[src/spq_pkg.sv]
// ============================================================================
// spq_pkg: shared types and constants for the sorted priority queue
// Holds the command and status codes, the transfer payload structs and the
// per-cell control and entry structs used by the cell row.
// ============================================================================
`default_nettype none

package spq_pkg;

  localparam int QUEUE_DEPTH_DEF = 16;
  localparam int CNT_W           = 5;
  localparam int VAL_W           = 32;
  localparam int PRIO_W          = 16;
  localparam logic [CNT_W-1:0] CAP_RESET = CNT_W'(16);

  typedef enum logic [1:0] {
    CMD_ENQ  = 2'd0,
    CMD_DEQ  = 2'd1,
    CMD_PEEK = 2'd2
  } cmd_t;

  typedef enum logic [1:0] {
    ST_DONE  = 2'd0,
    ST_FULL  = 2'd1,
    ST_EMPTY = 2'd2
  } status_t;

  typedef struct packed {
    cmd_t                      command;
    logic signed [VAL_W-1:0]   item_value;
    logic signed [PRIO_W-1:0]  item_priority;
  } in_data_t;

  typedef struct packed {
    status_t                   status;
    logic signed [VAL_W-1:0]   head_value;
    logic [CNT_W-1:0]          entry_count;
    logic                      is_empty;
    logic                      is_full;
  } out_data_t;

  typedef struct packed {
    logic signed [VAL_W-1:0]   value;
    logic signed [PRIO_W-1:0]  prio;
  } entry_t;

  // Broadcast to every cell: what happens this cycle and the new entry.
  typedef struct packed {
    logic   enq;
    logic   deq;
    entry_t item;
  } cell_ctrl_t;

endpackage

`default_nettype wire

[src/spq_cell.sv]
// ============================================================================
// spq_cell: one slot of the sorted cell row
// Holds one entry, compares its priority against the broadcast item and
// either keeps its entry, takes the new item, or takes a neighbor's entry.
// ============================================================================
`default_nettype none

module spq_cell (
  input  wire logic               clk,
  input  wire spq_pkg::cell_ctrl_t ctrl,
  input  wire logic               occupied,
  input  wire logic               left_ge,
  input  wire spq_pkg::entry_t    left_entry,
  input  wire spq_pkg::entry_t    right_entry,
  output logic                    ge,
  output spq_pkg::entry_t         entry
);

  spq_pkg::entry_t entry_r;
  spq_pkg::entry_t entry_nxt;

  // Entries of equal priority stay ahead of the new item, so ties leave in
  // arrival order.
  assign ge    = occupied && (entry_r.prio >= ctrl.item.prio);
  assign entry = entry_r;

  always_comb begin
    entry_nxt = entry_r;
    priority if (ctrl.enq) begin
      if (ge) begin
        entry_nxt = entry_r;
      end else if (left_ge) begin
        entry_nxt = ctrl.item;
      end else begin
        entry_nxt = left_entry;
      end
    end else if (ctrl.deq) begin
      entry_nxt = right_entry;
    end else begin
      // No enqueue or dequeue this cycle: the cell holds its entry.
      entry_nxt = entry_r;
    end
  end

  always_ff @(posedge clk) begin
    entry_r <= entry_nxt;
  end

endmodule

`default_nettype wire

[src/sorted_priority_queue.sv]
// ============================================================================
// sorted_priority_queue: bounded priority queue in a sorted cell row
// Keeps value and priority pairs sorted by descending priority; serves
// enqueue, dequeue and peek commands with one result per command.
// ============================================================================
// A result is presented in the cycle after its command transfer.
// Throughput: one command per cycle, set by the compare-and-shift
// of the row; a new command is taken while a result waits, as long as that
// result is taken in the same cycle.
// Reset (rst_n low, synchronous): the queue becomes empty, the capacity limit
// returns to 16 and no result is pending. Entry storage is not cleared.
`default_nettype none

module sorted_priority_queue #(
  parameter int QUEUE_DEPTH = spq_pkg::QUEUE_DEPTH_DEF
) (
  input  wire logic                          clk,
  input  wire logic                          rst_n,
  input  wire logic                          in_valid,
  output logic                               in_ready,
  input  wire spq_pkg::in_data_t             in_data,
  output logic                               out_valid,
  input  wire logic                          out_ready,
  output spq_pkg::out_data_t                 out_data,
  input  wire logic                          cfg_valid,
  output logic                               cfg_ready,
  input  wire logic [spq_pkg::CNT_W-1:0]     cfg_data
);

  localparam int CNT_W = spq_pkg::CNT_W;

  // Occupancy, capacity register and the registered result.
  logic [CNT_W-1:0]    count_r, count_nxt;
  logic [CNT_W-1:0]    cap_r;
  logic                out_valid_r;
  spq_pkg::out_data_t  out_data_r, out_data_nxt;

  logic                in_fire;
  logic [CNT_W-1:0]    cap_eff;
  logic                is_full_now;
  logic                is_empty_now;
  spq_pkg::cell_ctrl_t ctrl;

  // Cell row wiring. Index i of ge_w and ent_w belongs to cell i.
  logic                ge_w  [QUEUE_DEPTH];
  spq_pkg::entry_t     ent_w [QUEUE_DEPTH];

  // The output register frees as soon as its result is taken, so a new
  // command can transfer in that same cycle.
  assign in_ready  = !out_valid_r || out_ready;
  assign in_fire   = in_valid && in_ready;
  assign cfg_ready = 1'b1;
  assign out_valid = out_valid_r;
  assign out_data  = out_data_r;

  // The effective capacity is the smaller of the register and the depth.
  // When the depth is at least 32 the register always wins, so the
  // truncated depth in the other branch is never selected.
  assign cap_eff = (int'(cap_r) < QUEUE_DEPTH) ? cap_r : CNT_W'(QUEUE_DEPTH);

  assign is_full_now  = (count_r >= cap_eff);
  assign is_empty_now = (count_r == '0);

  // Only successful enqueues and dequeues move the row.
  always_comb begin
    ctrl.enq        = in_fire && (in_data.command == spq_pkg::CMD_ENQ) && !is_full_now;
    ctrl.deq        = in_fire && (in_data.command == spq_pkg::CMD_DEQ) && !is_empty_now;
    ctrl.item.value = in_data.item_value;
    ctrl.item.prio  = in_data.item_priority;
  end

  // The row of cells. Cell 0 always sees a "greater or equal" neighbor on
  // its left, so it takes the new item whenever it loses the compare itself.
  // The outer ends take the new item as filler; those values are never used.
  for (genvar gi = 0; gi < QUEUE_DEPTH; gi++) begin : g_cell
    logic            left_ge_w;
    spq_pkg::entry_t left_ent_w;
    spq_pkg::entry_t right_ent_w;

    if (gi == 0) begin : g_first
      assign left_ge_w  = 1'b1;
      assign left_ent_w = ctrl.item;
    end else begin : g_mid
      assign left_ge_w  = ge_w[gi-1];
      assign left_ent_w = ent_w[gi-1];
    end

    if (gi == QUEUE_DEPTH - 1) begin : g_last
      assign right_ent_w = ctrl.item;
    end else begin : g_inner
      assign right_ent_w = ent_w[gi+1];
    end

    spq_cell u_cell (
      .clk         (clk),
      .ctrl        (ctrl),
      .occupied    (int'(count_r) > gi),
      .left_ge     (left_ge_w),
      .left_entry  (left_ent_w),
      .right_entry (right_ent_w),
      .ge          (ge_w[gi]),
      .entry       (ent_w[gi])
    );
  end

  // Result of the command that transfers this cycle. The head value comes
  // from cell 0 before the row moves, which is what dequeue and peek return.
  always_comb begin
    count_nxt               = count_r;
    out_data_nxt.status     = spq_pkg::ST_DONE;
    out_data_nxt.head_value = '0;
    unique case (in_data.command)
      spq_pkg::CMD_ENQ: begin
        if (is_full_now) begin
          out_data_nxt.status = spq_pkg::ST_FULL;
        end else begin
          count_nxt = count_r + CNT_W'(1);
        end
      end
      spq_pkg::CMD_DEQ: begin
        if (is_empty_now) begin
          out_data_nxt.status = spq_pkg::ST_EMPTY;
        end else begin
          out_data_nxt.head_value = ent_w[0].value;
          count_nxt               = count_r - CNT_W'(1);
        end
      end
      spq_pkg::CMD_PEEK: begin
        if (is_empty_now) begin
          out_data_nxt.status = spq_pkg::ST_EMPTY;
        end else begin
          out_data_nxt.head_value = ent_w[0].value;
        end
      end
      default: begin
        // The unused code does nothing and reports done.
        count_nxt = count_r;
      end
    endcase
    out_data_nxt.entry_count = count_nxt;
    out_data_nxt.is_empty    = (count_nxt == '0);
    out_data_nxt.is_full     = (count_nxt >= cap_eff);
  end

  always_ff @(posedge clk) begin
    if (!rst_n) begin
      count_r     <= '0;
      cap_r       <= spq_pkg::CAP_RESET;
      out_valid_r <= 1'b0;
    end else begin
      if (cfg_valid && cfg_ready) begin
        cap_r <= cfg_data;
      end
      if (in_fire) begin
        count_r     <= count_nxt;
        out_valid_r <= 1'b1;
      end else if (out_ready) begin
        out_valid_r <= 1'b0;
      end
    end
  end

  always_ff @(posedge clk) begin
    if (in_fire) begin
      out_data_r <= out_data_nxt;
    end
  end

  // The occupancy never exceeds the number of cells.
  a_count_bound: assert property (@(posedge clk) disable iff (!rst_n)
    int'(count_r) <= QUEUE_DEPTH)
    else $error("occupancy exceeds queue depth");

  // A successful enqueue grows the queue by exactly one.
  a_enq_count: assert property (@(posedge clk) disable iff (!rst_n)
    ctrl.enq |=> (count_r == $past(count_r) + CNT_W'(1)))
    else $error("enqueue did not advance occupancy");

  // A pending result that was not taken blocks new commands.
  a_hold_block: assert property (@(posedge clk) disable iff (!rst_n)
    (out_valid_r && !out_ready) |-> !in_ready)
    else $error("command taken while result stalled");

  // A result that is not done carries a zero head value.
  a_head_zero: assert property (@(posedge clk) disable iff (!rst_n)
    (out_valid_r && (out_data_r.status != spq_pkg::ST_DONE)) |->
      (out_data_r.head_value == '0))
    else $error("non-zero head value on failed command");

  // The reported count matches the occupancy after the command.
  a_count_report: assert property (@(posedge clk) disable iff (!rst_n)
    in_fire |=> (out_valid_r && (out_data_r.entry_count == count_r)))
    else $error("reported entry count differs from occupancy");

endmodule

`default_nettype wire

[config.mk]
export PLATFORM = sky130hd
export DESIGN_NAME = sorted_priority_queue
export DESIGN_NICKNAME = d
export VERILOG_FILES = /design/src/spq_pkg.sv /design/src/spq_cell.sv /design/src/sorted_priority_queue.sv
export SDC_FILE = /design/constraint.sdc
export NUM_CORES = 2
export LEC_CHECK = 0
export BUFFER_PORTS_ARGS = -buffer_cell sky130_fd_sc_hd__buf_4
export CAP_MARGIN = 20
export CORE_AREA = 3 3 294 296
export CTS_CLUSTER_DIAMETER = 200
export DETAILED_ROUTE_END_ITERATION = 6
export DIE_AREA = 0 0 297 299
export GPL_TIMING_DRIVEN = 0
export PLACE_DENSITY = 0.87
export RECOVER_POWER = 50
export SLEW_MARGIN = 10
export SYNTH_ARGS = -nofsm -noshare
export SYNTH_HDL_FRONTEND = slang
export SYNTH_HIERARCHICAL = 1
export SYNTH_SLANG_ARGS = --single-unit
[constraint.sdc]
create_clock -name clk -period 7.7 [get_ports clk]
set_input_delay 2.31 -clock clk [delete_from_list [all_inputs] [get_ports clk]]
set_output_delay 2.31 -clock clk [all_outputs]
set_load 0.005 [all_outputs]
**Word-level counts from Yosys, hierarchy flattened**

Index checks and enable logic that the tools add are counted.

- Multiplexer cells: 72
- $lt $le $gt $ge: 35
- Eq/ne operators: 18
- Reductions and logical operators: 48
- Shift operators: 0
- Multiply operators: 0
- Add/subtract/negate cells: 2
- Divide/modulo/power cells: 0
- Bitwise gates (word level): 1

Operator list:

| kind | number |
|---|---|
| 48-bit two-way mux | 63 |
| 16-bit greater-or-equal comparator | 16 |
| 5-bit by 4-bit greater-than comparator with 1-bit output (second input constant) | 8 |
| 2-bit != test (second input constant) | 16 |
| 2-bit AND reduction | 16 |
| 1-bit logical AND | 21 |
| 5-bit by 3-bit greater-than comparator with 1-bit output (second input constant) | 4 |
| 5-bit two-way mux | 3 |
| 5-bit greater-or-equal comparator | 2 |
| 5-bit by 1-bit greater-than comparator with 1-bit output (second input constant) | 2 |
| 5-bit by 2-bit greater-than comparator with 1-bit output (second input constant) | 2 |
| 5-bit zero test | 2 |
| 5-bit case mux with 2 select lines | 1 |
| 5-bit by 1-bit adder with 5-bit output (second input constant) | 1 |
| 5-bit less-than comparator (second input constant) | 1 |
| 5-bit by 1-bit subtractor with 5-bit output (second input constant) | 1 |
| 2-bit case mux with 2 select lines | 1 |
| 2-bit nonzero test | 2 |
| 2-bit OR reduction | 2 |
| 1-bit zero test | 3 |
| 1-bit two-way mux | 3 |
| 2-bit by 1-bit == test with 1-bit output (second input constant) | 1 |
| 2-bit == test (second input constant) | 1 |
| 2-bit zero test | 1 |
| other kinds (3) | 3 |

- Memory bits (writable): 0
- Flip-flop bits (word level): 820
- Input port bits: 60
- Latch bits: 0
- Memory bits (read-only): 0
- Memories kept: 0
- Output and inout port bits: 44
- Word-level logic and storage cells: 216

**Depth between registers and ports, before layout**

- Word-level depth: 7
- Depth in mapped cells: 16
- Gate-level depth less buffers: 15

**Modules after synthesis**

The synthesis kept the hierarchy.

By module, submodules not included:

| module | area an instance (um^2) | seq. area each (um^2) | cells each | instances |
|---|---|---|---|---|
| spq_cell at g_cell[0].u_cell ... | 2896.5 | 1441.4 | 270 | 10 |
| spq_cell at g_cell[4].u_cell ... | 2940.3 | 1441.4 | 278 | 6 |
| sorted_priority_queue | 2717.6 | 1451.4 | 249 | 1 |

**Worst setup path before layout**

OpenSTA, ideal clock, no wires.

- Path type: in2reg
- Start: in in_data[49] in the netlist's numbering
- End: reg g_cell[4].u_cell.entry_r, in the netlist g_cell[4].u_cell/entry[0] (enable)
- Data required time: 7246 ps
- Library setup time: 454 ps
- Data arrival time: 6327 ps
- Cell stages on the path: 10
- Slack: 919 ps
- Path buffers: 2
- Cells stage by stage: inv_1 > ha_1 > nor3b_1 > o211a_1 > nor2_1 > nor2_1 > clkbuf_1 > buf_2 > nor2_1 > a311oi_2

RTL lines:

| element | RTL line | source |
|---|---|---|
| from (decl) | sorted_priority_queue.sv:21 | `input wire spq_pkg::in_data_t in_data,` |
| to (signal assigned) | spq_cell.sv:46 | `entry_r <= entry_nxt;` |
| to (decl) | spq_cell.sv:19 | `spq_pkg::entry_t entry_r;` |

==> results.toml <==
[run_status]
status = "complete, but fails checks"
violations = "DRC, capacitance limit, slew limit"

[timing]
final_hold_viol_count = 0
layout_setup_ws_ns = 1.11
drv_slew = 71
finalSetupViolations = 0
fmax_mhz = 152
setup_tns_ns = 0
min_period_ns = 6.59
period_share_pct = 85.6
worst_slew_pin_slew_ns = 2.00
clock-skew-final_ns = 0.0328
grt_setup_unrepaired = "false"
maxSlewHeadroom_pct = -33.1

[final_layout]
fin_cells = 6040
post-route-util_pct = 64.7
drive_gt1_share_pct = 7.35
nNetsFinal = 5164
final_cell_mix = "a21oi_1, nor2_1, edfxtp_1"
syn_to_final_growth_pct = 9.88
final_cell_area_sq_mm = 0.0542
mostFrequentLayoutCell = "a21oi_1"
seqCellArea_sq_mm = 0.0245
multi_input_area_sq_mm = 0.0221
num-fill-cells = 6206

[placed_design]
dp_cells = 5877
placed_area_sq_mm = 0.0520
portBuffers = 101
post-place-ws_ns = 1.29
place_hpwl_um = 93200
place.gp.congestion = 0.889

[die]
coreArea_sq_mm = 0.0838
dieArea_sq_mm = 0.0888
dieHeight_um = 299
die_width_um = 297
ios = 104
rows = 106
start_util_pct = 58.8

[min_path]
min_from = "cap_r[3]"
whs_path_depth = 2
whs_endpoint = "cap_r[3]"
min_path_type = "reg2reg"

[clock_tree]
clkTransAtPathRegs_ns = 0.06
insertion_delay_ns = 0.66
cts_buffers = 86
cts.path.max_buffers = 3
cts-root-buf = "clkbuf_16"
cts_tree = "built"
post_cts_buffers = 0
htreeDepth = 3
cts_resized = 0
cts_hold_buf = 0
cts_sinks = 820

[grt]
grt-ovfl-total = 0
grtUsageTotal_pct = 26.8
top_usage_layer = "met2"
grt_use_met1_pct = 33.8
grt_antenna_before_repair = 6
grt_util_met3_pct = 3.02
grt_pass1_vias = 36000
grtUsageMet2_pct = 46.0
grt_max_degree = 38
grt_pass1_wl_um = 191000

[job]
max_cap_viol_count = 2

[critical_path]
r2r_slack_ns = 2.12
rr_endpoint = "g_cell[11].u_cell/entry[28]"
timing.rr.start = "cap_r[4]"
critPathArrivalTime_ns = 6.86
critPathMaxFanout = 37
worstSetupPathType = "in2reg"
cp-start-kind = "input pin"
reg2reg_depth = 12
cp-end-kind = "flip-flop"
required_ns = 7.97

[power_and_ir_drop]
leakage_uw = 0.0209
power.density_mw_per_mm2 = 224
peakVddDrop_mv = 0.157

[detailed_routing]
wl_um = 122000
wire_per_inst_um = 20.2
vias = 36600
drt_first_pass_iters = 7
drc_errors = 8
drt.antenna.violating_nets = 0
routed_via_density = 6.06
drtIter0Drc = 3695

[logic_synthesis]
avgSynthCellArea_sq_um = 10.7
synth_warnings = 6
synth_area_sq_mm = 0.0493
synthCells = 4616
==> registers in the layout, summed over array words and instances, names as in the netlist <==
| name | flops |
|---|---|
| out_data | 41 |
| count_r | 5 |
| cap_r | 5 |
| g_cell.u_cell/entry | 768 |
| out_valid | 1 |
==> stage by stage <==
step	hold WS [ns]	total power (uW)
after floorplan	0.474	7410
after global placement	0.500	7990
after detailed placement	0.521	8150
after CTS	0.537	12200
after global routing	0.580	12600
final	0.533	12200
==> layout make-up <==
| class | count | area share, % |
|---|---|---|
| Buffer | 287 | 2.20 |
| Inverter | 289 | 2.00 |
| Clock inverter | 49 | 0.919 |
| Sequential cell | 820 | 45.2 |
| Tap cell | 1134 | 2.62 |
| Timing Repair Buffer | 126 | 2.00 |
| Multi-Input combinational cell | 3221 | 40.8 |
| Clock buffer | 108 | 4.18 |
| Antenna cell | 6 | 0.0277 |
==> per-layer routing <==
layer	wire length (um)	up-vias
met4	5980	0
li1	-	17200
met3	8930	349
met2	59200	1750
met1	48200	17300
met5	0	-
==> worst max-delay path, stage by stage <==
cell      delay (ns)
buf_4           0.11
inv_1           0.07
ha_1            0.27
nor3b_1         0.24
o211a_1         0.20
nor2_1          0.09
nor2_1          0.74
clkbuf_1        0.48
clkbuf_1        0.40
clkbuf_1        0.54
a31o_1          0.58
clkbuf_2        0.78
==> where the power goes <==
group | total, uW | internal [uW] | switching [uW]
Clock | 4070 | 2300 | 1770
Sequential | 5640 | 5410 | 229
Combinational | 2450 | 941 | 1510
Total | 12200 | 8660 | 3510
==> worst max path at each step <==
stage / cells after the start / to / start / slack, ns
after CTS: 14 / g_cell[8].u_cell/entry[30] / in_data[49] / 1.94
after detailed placement: 14 / g_cell[8].u_cell/entry[29] / in_data[49] / 1.29
after floorplan: 10 / g_cell[4].u_cell/entry[0] / in_data[49] / 0.92
after global routing: 12 / g_cell[11].u_cell/entry[34] / in_data[48] / 0.87
after global placement: 11 / g_cell[5].u_cell/entry[28] / in_data[49] / -1.15
final: 12 / g_cell[11].u_cell/entry[28] / in_data[49] / 1.11
Note: power is estimated with default switching activity, not from simulation.
